### src/rtl/core/ghrd_pkg.sv
// Package: types and constants shared by the gamepad report decoder.
`default_nettype none
package ghrd_pkg;

  localparam logic [7:0] IdSimple = 8'h3F;
  localparam logic [7:0] IdFull   = 8'h30;

  // positions are counted from zero; bytes two to nine are captured
  localparam logic [3:0] PosKind     = 4'd1;
  localparam logic [3:0] PosCapFirst = 4'd2;
  localparam logic [3:0] PosCapLast  = 4'd9;
  localparam logic [3:0] PosMax      = 4'd15;
  localparam logic [3:0] PosSimpleMin = 4'd9;   // last position of a 10-byte report
  localparam logic [3:0] PosFullMin   = 4'd12;  // last position of a 13-byte report

  localparam int unsigned CapDepth = 8;
  localparam int unsigned QDepth   = 2;

  localparam logic signed [15:0] AxisMax = 16'sh7FFF;
  localparam logic signed [15:0] AxisMin = 16'sh8000;
  localparam logic [7:0]         TrigOn  = 8'hFF;

  typedef enum logic [1:0] {
    RK_NONE,    // identifier not recognised
    RK_SHORT,   // recognised but too short to decode
    RK_SIMPLE,
    RK_FULL
  } rep_kind_e;

  typedef struct packed {
    logic [7:0] data_byte;
    logic       last_byte;
  } in_item_t;

  typedef struct packed {
    logic              recognized;
    logic [15:0]       buttons;
    logic [7:0]        z_trigger;
    logic signed [15:0] left_stick_x;
    logic signed [15:0] left_stick_y;
    logic signed [15:0] right_stick_x;
    logic signed [15:0] right_stick_y;
  } out_item_t;

  typedef logic [CapDepth-1:0][7:0] cap_bytes_t;

  // one finished report, as handed from front to back
  typedef struct packed {
    rep_kind_e  kind;
    cap_bytes_t bytes;
  } rec_t;

endpackage
`default_nettype wire

### src/rtl/core/ghrd_front.sv
// Front end: counts report bytes, captures the payload and classifies the report.
`default_nettype none
module ghrd_front import ghrd_pkg::*; (
  input  wire logic     clk_i,
  input  wire logic     rst_ni,
  input  wire logic     in_valid_i,
  output logic          in_stall_o,
  input  wire in_item_t in_data_i,
  input  wire logic     q_full_i,
  output logic          push_o,
  output rec_t          push_rec_o
);

  logic [3:0] pos_q, pos_d;
  logic [7:0] kind_q, kind_d;
  cap_bytes_t cap_q;
  cap_bytes_t cap_merged;
  logic       accept;
  logic       cap_en;
  logic [2:0] cap_idx;
  logic [7:0] kind_eff;

  assign in_stall_o = q_full_i;
  assign accept     = in_valid_i & ~q_full_i;

  assign cap_en  = (pos_q >= PosCapFirst) && (pos_q <= PosCapLast);
  assign cap_idx = 3'(pos_q - PosCapFirst);

  // view the store as it stands once this byte is written
  always_comb begin
    cap_merged = cap_q;
    if (cap_en) begin
      cap_merged[cap_idx] = in_data_i.data_byte;
    end
  end

  assign kind_eff = (pos_q == PosKind) ? in_data_i.data_byte : kind_q;

  always_comb begin
    pos_d  = pos_q;
    kind_d = kind_q;
    if (accept) begin
      if (pos_q == PosKind) begin
        kind_d = in_data_i.data_byte;
      end
      if (pos_q != PosMax) begin
        pos_d = pos_q + 4'd1;
      end
      if (in_data_i.last_byte) begin
        pos_d  = '0;
        kind_d = '0;
      end
    end
  end

  always_comb begin
    push_o           = accept & in_data_i.last_byte;
    push_rec_o.bytes = cap_merged;
    if (kind_eff == IdSimple) begin
      push_rec_o.kind = (pos_q >= PosSimpleMin) ? RK_SIMPLE : RK_SHORT;
    end else if (kind_eff == IdFull) begin
      push_rec_o.kind = (pos_q >= PosFullMin) ? RK_FULL : RK_SHORT;
    end else begin
      push_rec_o.kind = RK_NONE;
    end
  end

  always_ff @(posedge clk_i or negedge rst_ni) begin
    if (!rst_ni) begin
      pos_q  <= '0;
      kind_q <= '0;
    end else begin
      pos_q  <= pos_d;
      kind_q <= kind_d;
    end
  end

  // payload store, no reset
  always_ff @(posedge clk_i) begin
    if (accept && cap_en) begin
      cap_q[cap_idx] <= in_data_i.data_byte;
    end
  end

endmodule
`default_nettype wire

### src/rtl/core/ghrd_queue.sv
// Short report queue between the front and back ends.
`default_nettype none
module ghrd_queue import ghrd_pkg::*; (
  input  wire logic clk_i,
  input  wire logic rst_ni,
  input  wire logic push_i,
  input  wire rec_t push_rec_i,
  output logic      full_o,
  output logic      not_empty_o,
  input  wire logic pop_i,
  output rec_t      head_o
);

  localparam int unsigned PtrW = $clog2(QDepth);
  localparam int unsigned CntW = $clog2(QDepth + 1);

  rec_t            mem_q [QDepth];
  logic [PtrW-1:0] wr_ptr_q, wr_ptr_d;
  logic [PtrW-1:0] rd_ptr_q, rd_ptr_d;
  logic [CntW-1:0] cnt_q, cnt_d;

  assign full_o      = (cnt_q == CntW'(QDepth));
  assign not_empty_o = (cnt_q != '0);
  assign head_o      = mem_q[rd_ptr_q];

  always_comb begin
    wr_ptr_d = wr_ptr_q;
    rd_ptr_d = rd_ptr_q;
    cnt_d    = cnt_q;
    if (push_i) begin
      wr_ptr_d = (wr_ptr_q == PtrW'(QDepth - 1)) ? '0 : wr_ptr_q + 1'b1;
    end
    if (pop_i) begin
      rd_ptr_d = (rd_ptr_q == PtrW'(QDepth - 1)) ? '0 : rd_ptr_q + 1'b1;
    end
    if (push_i && !pop_i) begin
      cnt_d = cnt_q + 1'b1;
    end else if (pop_i && !push_i) begin
      cnt_d = cnt_q - 1'b1;
    end
  end

  always_ff @(posedge clk_i or negedge rst_ni) begin
    if (!rst_ni) begin
      wr_ptr_q <= '0;
      rd_ptr_q <= '0;
      cnt_q    <= '0;
    end else begin
      wr_ptr_q <= wr_ptr_d;
      rd_ptr_q <= rd_ptr_d;
      cnt_q    <= cnt_d;
    end
  end

  always_ff @(posedge clk_i) begin
    if (push_i) begin
      mem_q[wr_ptr_q] <= push_rec_i;
    end
  end

endmodule
`default_nettype wire

### src/rtl/core/ghrd_back.sv
// Back end: decodes a queued report into buttons and axes, with an output register.
`default_nettype none
module ghrd_back import ghrd_pkg::*; (
  input  wire logic clk_i,
  input  wire logic rst_ni,
  input  wire logic q_not_empty_i,
  input  wire rec_t head_i,
  output logic      pop_o,
  output logic      out_valid_o,
  input  wire logic out_stall_i,
  output out_item_t out_data_o
);

  logic      out_valid_q;
  out_item_t out_data_q, dec;

  assign pop_o = q_not_empty_i & (~out_valid_q | ~out_stall_i);

  always_comb begin
    logic [7:0]  b1, b2, hat, r, m, l;
    logic [11:0] x, y;
    b1  = head_i.bytes[0];
    b2  = head_i.bytes[1];
    hat = head_i.bytes[2];
    r   = head_i.bytes[2];
    m   = head_i.bytes[3];
    l   = head_i.bytes[4];
    x   = {head_i.bytes[6][3:0], head_i.bytes[5]};
    y   = {head_i.bytes[7], head_i.bytes[6][7:4]};
    dec = '0;
    case (head_i.kind)
      RK_SHORT: begin
        dec.recognized = 1'b1;
      end
      RK_SIMPLE: begin
        dec.recognized  = 1'b1;
        dec.buttons[12] = b1[1];
        dec.buttons[13] = b1[0];
        dec.buttons[4]  = b2[1];
        dec.buttons[8]  = b1[4];
        dec.buttons[9]  = b1[5];
        if (b1[6]) dec.z_trigger = TrigOn;
        // later assignment wins on each axis
        if (b1[2]) dec.right_stick_y = AxisMax;
        if (b1[7]) dec.right_stick_y = AxisMin;
        if (b1[3]) dec.right_stick_x = AxisMin;
        if (b2[0]) dec.right_stick_x = AxisMax;
        if (hat[7:3] == 5'd0) begin
          dec.buttons[0] = (hat[2:0] == 3'd7) || (hat[2:0] == 3'd0) || (hat[2:0] == 3'd1);
          dec.buttons[1] = (hat[2:0] == 3'd3) || (hat[2:0] == 3'd4) || (hat[2:0] == 3'd5);
          dec.buttons[2] = (hat[2:0] == 3'd5) || (hat[2:0] == 3'd6) || (hat[2:0] == 3'd7);
          dec.buttons[3] = (hat[2:0] == 3'd1) || (hat[2:0] == 3'd2) || (hat[2:0] == 3'd3);
        end
        dec.left_stick_x = {head_i.bytes[4] ^ 8'h80, 8'h00};
        dec.left_stick_y = {8'd127 - head_i.bytes[6], 8'h00};
      end
      RK_FULL: begin
        dec.recognized  = 1'b1;
        dec.buttons[12] = r[3];
        dec.buttons[13] = r[2];
        dec.buttons[4]  = m[1] | m[4];
        dec.buttons[5]  = m[5];
        dec.buttons[8]  = l[6];
        dec.buttons[9]  = r[6];
        dec.buttons[0]  = l[1];
        dec.buttons[1]  = l[0];
        dec.buttons[2]  = l[3];
        dec.buttons[3]  = l[2];
        if (l[7]) dec.z_trigger = TrigOn;
        if (r[0]) dec.right_stick_y = AxisMax;
        if (r[7]) dec.right_stick_y = AxisMin;
        if (r[1]) dec.right_stick_x = AxisMin;
        if (m[0]) dec.right_stick_x = AxisMax;
        // re-centre the 12-bit value and scale to 16 bits
        dec.left_stick_x = {~x[11], x[10:0], 4'h0};
        dec.left_stick_y = {~y[11], y[10:0], 4'h0};
      end
      default: begin
        dec = '0;
      end
    endcase
  end

  always_ff @(posedge clk_i or negedge rst_ni) begin
    if (!rst_ni) begin
      out_valid_q <= 1'b0;
    end else if (pop_o) begin
      out_valid_q <= 1'b1;
    end else if (!out_stall_i) begin
      out_valid_q <= 1'b0;
    end
  end

  always_ff @(posedge clk_i) begin
    if (pop_o) begin
      out_data_q <= dec;
    end
  end

  assign out_valid_o = out_valid_q;
  assign out_data_o  = out_data_q;

endmodule
`default_nettype wire

### src/rtl/core/gamepad_hid_report_decoder.sv
// Gamepad report decoder: top level joining front end, report queue and back end.
//
// Input channel: one report byte per transaction (in_valid_i / in_stall_o,
// payload in_data_i); last_byte marks the final byte of a report. Byte one is
// the report identifier (simple or full format). Output channel: one decoded
// result per report (out_valid_o / out_stall_i, payload out_data_o).
// Throughput: one byte per cycle while in_stall_o is low. The edge that takes
// the last byte of a report writes it into the queue; the back end then decodes
// the queue head into its output register, which drives out_valid_o.
// Stall: while the receiver stalls, the result holds in the output register
// and up to two finished reports wait in the queue; the input keeps taking
// bytes until the queue is full, then in_stall_o rises.
// Reset: byte counter, identifier, queue and output valid clear; the captured
// payload bytes are not cleared and need none, as each decode reads only
// bytes written by its own report.
`default_nettype none
module gamepad_hid_report_decoder import ghrd_pkg::*; (
  input  wire logic      clk_i,
  input  wire logic      rst_ni,
  input  wire logic      in_valid_i,
  output logic           in_stall_o,
  input  wire in_item_t  in_data_i,
  output logic           out_valid_o,
  input  wire logic      out_stall_i,
  output out_item_t      out_data_o
);

  logic q_full, q_not_empty, push, pop;
  rec_t push_rec, head;

  ghrd_front u_front (
    .clk_i      (clk_i),
    .rst_ni     (rst_ni),
    .in_valid_i (in_valid_i),
    .in_stall_o (in_stall_o),
    .in_data_i  (in_data_i),
    .q_full_i   (q_full),
    .push_o     (push),
    .push_rec_o (push_rec)
  );

  ghrd_queue u_queue (
    .clk_i       (clk_i),
    .rst_ni      (rst_ni),
    .push_i      (push),
    .push_rec_i  (push_rec),
    .full_o      (q_full),
    .not_empty_o (q_not_empty),
    .pop_i       (pop),
    .head_o      (head)
  );

  ghrd_back u_back (
    .clk_i         (clk_i),
    .rst_ni        (rst_ni),
    .q_not_empty_i (q_not_empty),
    .head_i        (head),
    .pop_o         (pop),
    .out_valid_o   (out_valid_o),
    .out_stall_i   (out_stall_i),
    .out_data_o    (out_data_o)
  );

endmodule
`default_nettype wire

### config.mk
export PLATFORM = sky130hd
export DESIGN_NAME = gamepad_hid_report_decoder
export DESIGN_NICKNAME = d
export VERILOG_FILES = /design/src/rtl/core/ghrd_pkg.sv /design/src/rtl/core/ghrd_front.sv /design/src/rtl/core/ghrd_queue.sv /design/src/rtl/core/ghrd_back.sv /design/src/rtl/core/gamepad_hid_report_decoder.sv
export SDC_FILE = /design/constraint.sdc
export NUM_CORES = 1
export LEC_CHECK = 0
export BUFFER_PORTS_ARGS = -buffer_cell sky130_fd_sc_hd__buf_4
export CAP_MARGIN = 0
export CORE_UTILIZATION = 55
export CTS_BUF_LIST = sky130_fd_sc_hd__clkbuf_8 sky130_fd_sc_hd__clkbuf_16
export DETAILED_ROUTE_END_ITERATION = 7
export PLACE_DENSITY = 0.75
export SLEW_MARGIN = 20
export SYNTH_ARGS = -nofsm -noshare
export SYNTH_HDL_FRONTEND = slang
export SYNTH_HIERARCHICAL = 1
export SYNTH_SLANG_ARGS = --single-unit
### constraint.sdc
create_clock -name clk_i -period 9 [get_ports clk_i]
set_input_delay 1.8 -clock clk_i [delete_from_list [all_inputs] [get_ports clk_i]]
set_output_delay 1.8 -clock clk_i [all_outputs]
set_load 0.05 [all_outputs]
==> flow_metrics.py, run 1 <==
metrics = {
    "worst_setup_path": {
        "cp-end-kind": "output pin",
        "ff2ff_path_depth": 6,
        "worst-path-buf-inv": 1,
        "startpoint": "u_back/out_data_o[14]$_DFFE_PP_",
        "r2r-end": "u_back/out_data_o[73]$_DFFE_PP_",
        "critPathTopFamily": "flip-flops",
        "startpoint_type": "flop",
        "regToRegSetupSlack_ns": 5.99,
        "crit_type": "reg2out",
        "crit_required_ns": 7.20,
        "timing.rr.start": "u_queue/rd_ptr_q$_DFFE_PN0P_",
        "cp_data_arrival_time_ns": 1.41,
        "slowest_delay_ns": 0.62,
        "path_max_fanout": 15,
        "crit_path_cell_trace": "buf_4",
        "crit_path_top_delay_cell": "edfxtp_1",
    },
    "floorplanning": {
        "chipHeight_um": 139.6,
        "start_util_pct": 56.97,
        "core_area_sq_mm": 0.01827,
        "die_area_sq_mm": 0.01948,
        "die_x_um": 139.6,
        "rows": 49,
        "pin_count": 104,
    },
    "timing": {
        "timing.fmax_mhz": 311.5,
        "tightest_slew_ns": 0.8414,
        "finalClockSkew_ns": 0.008654,
        "rsz0062_at_grt": "no",
        "relSlewSlack_pct": 43.60,
        "drv_slew": 0,
        "fin_crit_ns": 3.210,
        "final_hold_viol_count": 0,
        "timing.setup.tns_ns": 0,
        "setup_ws_ns": 5.790,
        "setup_viol": 0,
        "period_share_pct": 35.67,
    },
    "synth": {
        "syn_inst": 664,
        "synth_warnings": 6,
        "netlist_area_sq_mm": 0.01041,
        "avgSynthCellArea_sq_um": 15.68,
    },
    "placement": {
        "dp_hpwl_um": 11480,
        "dp_slack_ns": 5.332,
        "globalplace.congestion": 0.7649,
        "place_inst": 910,
        "portBuffers": 89,
    },
    "routing": {
        "postRouteAntennaNets": 0,
        "drt-initial-drc-count": 213,
        "avgRoutedWirePerCell_um": 19.70,
        "via_per_inst": 5.715,
        "drt-met1-wl_um": 7989,
        "drcViolationCount": 0,
        "wl_met3_um": 947,
        "routed_wl_um": 18740,
        "top_layer": "met4",
        "wl_met2_um": 9366,
        "vias": 5435,
        "drt_first_pass_iters": 5,
    },
    "clock_network": {
        "clock_sinks": 223,
        "insertion_delay_ns": 0.50,
        "cts_setup_buffers": 0,
        "h-tree-depth": 1,
        "cts_tree": "built",
        "clockBufferDepth": 3,
        "cts_buffers": 23,
        "cts_hold_buf": 0,
        "root_buffer": "clkbuf_16",
        "ctsResizeCount": 0,
        "cts.clk_slew.worst_paths_ns": 0.06,
    },
    "cells_and_area": {
        "drive_gt1_share_pct": 43.21,
        "final_cell_count_no_fill": 951,
        "area_growth_syn_to_layout_pct": 11.28,
        "final_nets": 724,
        "antenna_cells": 0,
    },
    "grt": {
        "grt_overflow": 0,
        "grt.total_usage_pct": 19.50,
        "antenna_found_initial": 0,
        "grt_pass1_wl_um": 29600,
        "grt_max_degree": 57,
        "grt_pass1_vias": 5409,
    },
    "run": {
        "drv_cap": 0,
    },
    "hold_path": {
        "hold_end": "u_queue/cnt_q[1]$_DFFE_PN0P_",
        "hp-class": "reg2reg",
        "hp-start": "u_queue/cnt_q[1]$_DFFE_PN0P_",
        "min_path_cells": 1,
    },
    "outcome": {
        "status": "complete, no violations",
    },
}
==> stage by stage <==
| stage | instance area (sq um) | hold slack (ns) | utilization [%] |
|---|---|---|---|
| after global placement | 10870 | 0.4683 | 59.52 |
| after detailed placement | 10870 | 0.4981 | 59.52 |
| after global routing | 11580 | 0.5169 | 63.40 |
| final | 11580 | 0.5068 | 63.40 |
| after floorplan | 10460 | 0.4474 | - |
| after CTS | 11580 | 0.5074 | 63.40 |
==> state kept, by name, indices dropped and copies added (netlist names) <==
signal              cells
u_front/pos_q           4
u_back/out_data_o      40
u_queue/rd_ptr_q        1
u_queue/wr_ptr_q        1
u_front/kind_q          8
u_back/out_valid_o      1
u_front/cap_q          54
u_queue/cnt_q           2
u_queue/mem_q         112
==> cell type report <==
| class | count | area, sq um |
|---|---|---|
| inverter | 4 | 20.02 |
| clock inverter | 15 | 91.34 |
| clock buffer | 26 | 616.8 |
| multi-input combinational | 358 | 3234 |
| sequential | 223 | 6613 |
| tap | 229 | 286.5 |
| timing repair buffer | 96 | 720.7 |
| fill | 1297 | 6688 |
==> layer usage <==
metal  global-route usage (%)  vias to the layer above
met5                        0                        -
met4                    5.495                        0
met3                    2.856                       32
met2                    33.75                      168
met1                    25.75                     2725
li1                         -                     2510
==> how the worst max path moves through the flow <==
stage	endpoint	slack (ns)	cells past startpoint
after floorplan	u_queue/cnt_q[1]$_DFFE_PN0P_	3.17	6
after global placement	u_queue/mem_q[1][44]$_DFFE_PP_	5.37	5
after detailed placement	u_queue/mem_q[1][29]$_DFFE_PP_	5.33	5
after CTS	out_data_o[11]	5.78	1
after global routing	out_data_o[11]	5.72	1
final	out_data_o[11]	5.79	1
==> placed cells by master (no fill, tap or decap), types with 8 or more instances in the layout <==
cell / n
o21ai_0: 13
and3_1: 12
conb_1: 14
and2_1: 9
dfrtp_1: 16
edfxtp_1: 206
nand2_1: 23
o21ai_1: 8
mux2_2: 141
inv_1: 8
nor2b_1: 18
mux2_4: 24
clkbuf_16: 23
nor2_1: 9
buf_4: 96
a22oi_1: 8
mux2i_1: 16
Power of run 1 is left out: the tool's default activity adds up to more than one toggle a clock period on the data nets, which glitch-free logic cannot reach.
==> run 2: changes to the inputs <==
--- a/config.mk
+++ b/config.mk
@@ -5,6 +5,7 @@
 export SDC_FILE = /design/constraint.sdc
 export NUM_CORES = 1
 export LEC_CHECK = 0
+export ABC_AREA = 1
 export BUFFER_PORTS_ARGS = -buffer_cell sky130_fd_sc_hd__buf_4
 export CAP_MARGIN = 0
 export CORE_UTILIZATION = 55
==> constraint.sdc (replaced) <==
create_clock -name clk_i -period 3.2 [get_ports clk_i]
set_input_delay 0.64 -clock clk_i [delete_from_list [all_inputs] [get_ports clk_i]]
set_output_delay 0.64 -clock clk_i [all_outputs]
set_load 0.05 [all_outputs]
==> run 2 against run 1 <==
Clock skew about the same. Critical path depth increased by 7. Utilization down 0.32 points. First-iteration DRC count up 140%. Register-to-register slack got worse by 5.4 ns. Largest cell class unchanged. Area after synthesis is 0.40% lower. Sequential cell count did not move. Die area decreased by 0.39%. Critical endpoint is now u_front/cap_q[60]$_DFFE_PP_. Worst setup slack got worse by 5.2 ns. Synthesized cell count grew 35%.
==> flow_metrics.py, run 2 <==
metrics = {
    "worst_setup_path": {
        "r2r-end": "u_front/cap_q[60]$_DFFE_PP_",
        "crit_required_ns": 3.40,
        "startpoint": "u_front/pos_q[1]$_DFFE_PN0P_",
        "endpoint": "u_front/cap_q[60]$_DFFE_PP_",
        "path_max_fanout": 19,
        "startpoint_type": "flop",
        "ff2ff_path_depth": 8,
        "regToRegSetupSlack_ns": 0.60,
        "cp_data_arrival_time_ns": 2.80,
        "crit_type": "reg2reg",
        "timing.rr.start": "u_front/pos_q[1]$_DFFE_PN0P_",
        "cp-end-kind": "flop",
    },
    "routing": {
        "postRouteAntennaNets": 0,
        "routed_wl_um": 20400,
        "avgRoutedWirePerCell_um": 17.23,
        "drcViolationCount": 0,
        "drt_first_pass_iters": 5,
        "via_per_inst": 5.438,
        "drt-initial-drc-count": 514,
        "vias": 6438,
    },
    "grt": {
        "grt_max_degree": 57,
        "gr-usage-met3_pct": 3.235,
        "use_met1_pct": 27.41,
        "grt_overflow": 0,
        "antenna_found_initial": 0,
        "use_met2_pct": 36.45,
        "grt_pass1_wl_um": 32060,
        "grt_pass1_vias": 6186,
        "top_usage_layer": "met2",
        "grt.total_usage_pct": 21.19,
    },
    "timing": {
        "setup_viol": 0,
        "tightest_slew_ns": 0.6611,
        "period_share_pct": 81.17,
        "drv_slew": 0,
        "fin_crit_ns": 2.597,
        "timing.setup.tns_ns": 0,
        "relSlewSlack_pct": 55.82,
        "final_hold_viol_count": 0,
        "rsz0062_at_grt": "no",
        "timing.fmax_mhz": 385.0,
        "finalClockSkew_ns": 0.008553,
    },
    "run": {
        "drv_cap": 0,
    },
    "clock_network": {
        "cts_tree": "built",
        "cts_setup_buffers": 0,
        "cts.clk_slew.worst_paths_ns": 0.06,
        "clockBufferDepth": 3,
        "h-tree-depth": 1,
        "clock_sinks": 223,
        "root_buffer": "clkbuf_16",
        "cts_buffers": 23,
        "insertion_delay_ns": 0.50,
        "ctsResizeCount": 0,
    },
    "cells_and_area": {
        "multiInputGateArea_sq_mm": 0.002918,
        "top_register": "u_queue/mem_q",
        "area_growth_syn_to_layout_pct": 10.79,
        "register_area_sq_mm": 0.006613,
        "final_common_cell": "nand2_1",
        "num-fill-cells": 1346,
        "antenna_cells": 0,
        "drive_gt1_share_pct": 22.93,
        "largest_register_ffs": 112,
        "final_nets": 962,
        "mostFrequentLayoutCells": "299 x nand2_1, 206 x edfxtp_1, 95 x buf_4, 53 x inv_1, 52 x o21ai_0",
    },
    "floorplanning": {
        "rows": 49,
        "die_area_sq_mm": 0.01940,
        "start_util_pct": 56.94,
        "die_x_um": 139.3,
        "chipHeight_um": 139.3,
        "pin_count": 104,
        "core_area_sq_mm": 0.01821,
    },
    "placement": {
        "dp_hpwl_um": 12670,
        "globalplace.congestion": 0.8352,
        "portBuffers": 89,
    },
    "synth": {
        "avgSynthCellArea_sq_um": 11.60,
        "netlist_area_sq_mm": 0.01037,
        "synth_warnings": 6,
        "syn_inst": 894,
    },
    "hold_path": {
        "hp-class": "in2reg",
    },
    "outcome": {
        "status": "complete, no violations",
    },
}
run 2: layout make-up:
class | instances | area share [%]
Clock buffer | 23 | 5.011
Clock inverter | 13 | 0.4902
Inverter | 57 | 1.863
Multi-Input combinational cell | 538 | 25.40
Tap cell | 229 | 2.495
Timing Repair Buffer | 101 | 7.168
Sequential cell | 223 | 57.57
run 2: routing by layer:
| layer | routed length (um) | vias up |
|---|---|---|
| li1 | - | 3086 |
| met5 | 0 | - |
| met3 | 1347 | 37 |
| met1 | 8506 | 3081 |
| met2 | 10090 | 234 |
| met4 | 455 | 0 |
run 2: worst min-delay path by stage:
stage,endpoint,cells past startpoint,start,slack [ns]
6_report,u_back/out_valid_o$_DFFE_PN0P_,3,out_stall_i,0.37
3_3_place_gp,u_queue/cnt_q[1]$_DFFE_PN0P_,2,u_queue/cnt_q[1]$_DFFE_PN0P_,0.45
3_5_place_dp,u_queue/cnt_q[1]$_DFFE_PN0P_,2,u_queue/cnt_q[1]$_DFFE_PN0P_,0.46
5_1_grt,u_back/out_valid_o$_DFFE_PN0P_,3,out_stall_i,0.40
2_1_floorplan,u_back/out_valid_o$_DFFE_PN0P_,0,rst_ni,0.34
4_1_cts,u_back/out_valid_o$_DFFE_PN0P_,3,out_stall_i,0.36
run 2: metrics by stage:
step                instances  area [sq um]  utilization (%)  worst slack [ns]  hold WS, ns
floorplan                 907         10430                -           0.03495       0.3444
global placement         1147         10840            59.55            0.7391       0.4523
detailed placement       1147         10840            59.55            0.6170       0.4618
CTS                      1184         11490            63.08            0.6036       0.3554
global route             1184         11490            63.08            0.3964       0.3967
finish                   1184         11490            63.08            0.6026       0.3677
run 2: critical path: stages, from the launching register on:
cell      delay [ns]
dfrtp_1         0.48
inv_2           0.14
ha_1            0.46
inv_2           0.07
o211ai_1        0.17
and2_4          0.17
inv_2           0.04
nor2_4          0.50
buf_12          0.25
run 2: repair_timing:
| item | 4_1_cts | 5_1_grt |
|---|---|---|
| endpoints found under the setup margin | 0 | 0 |
| hold endpoints to repair | 1 | 0 |
| hold buffers | 1 | 0 |
Power of run 2 is left out for the same reason.
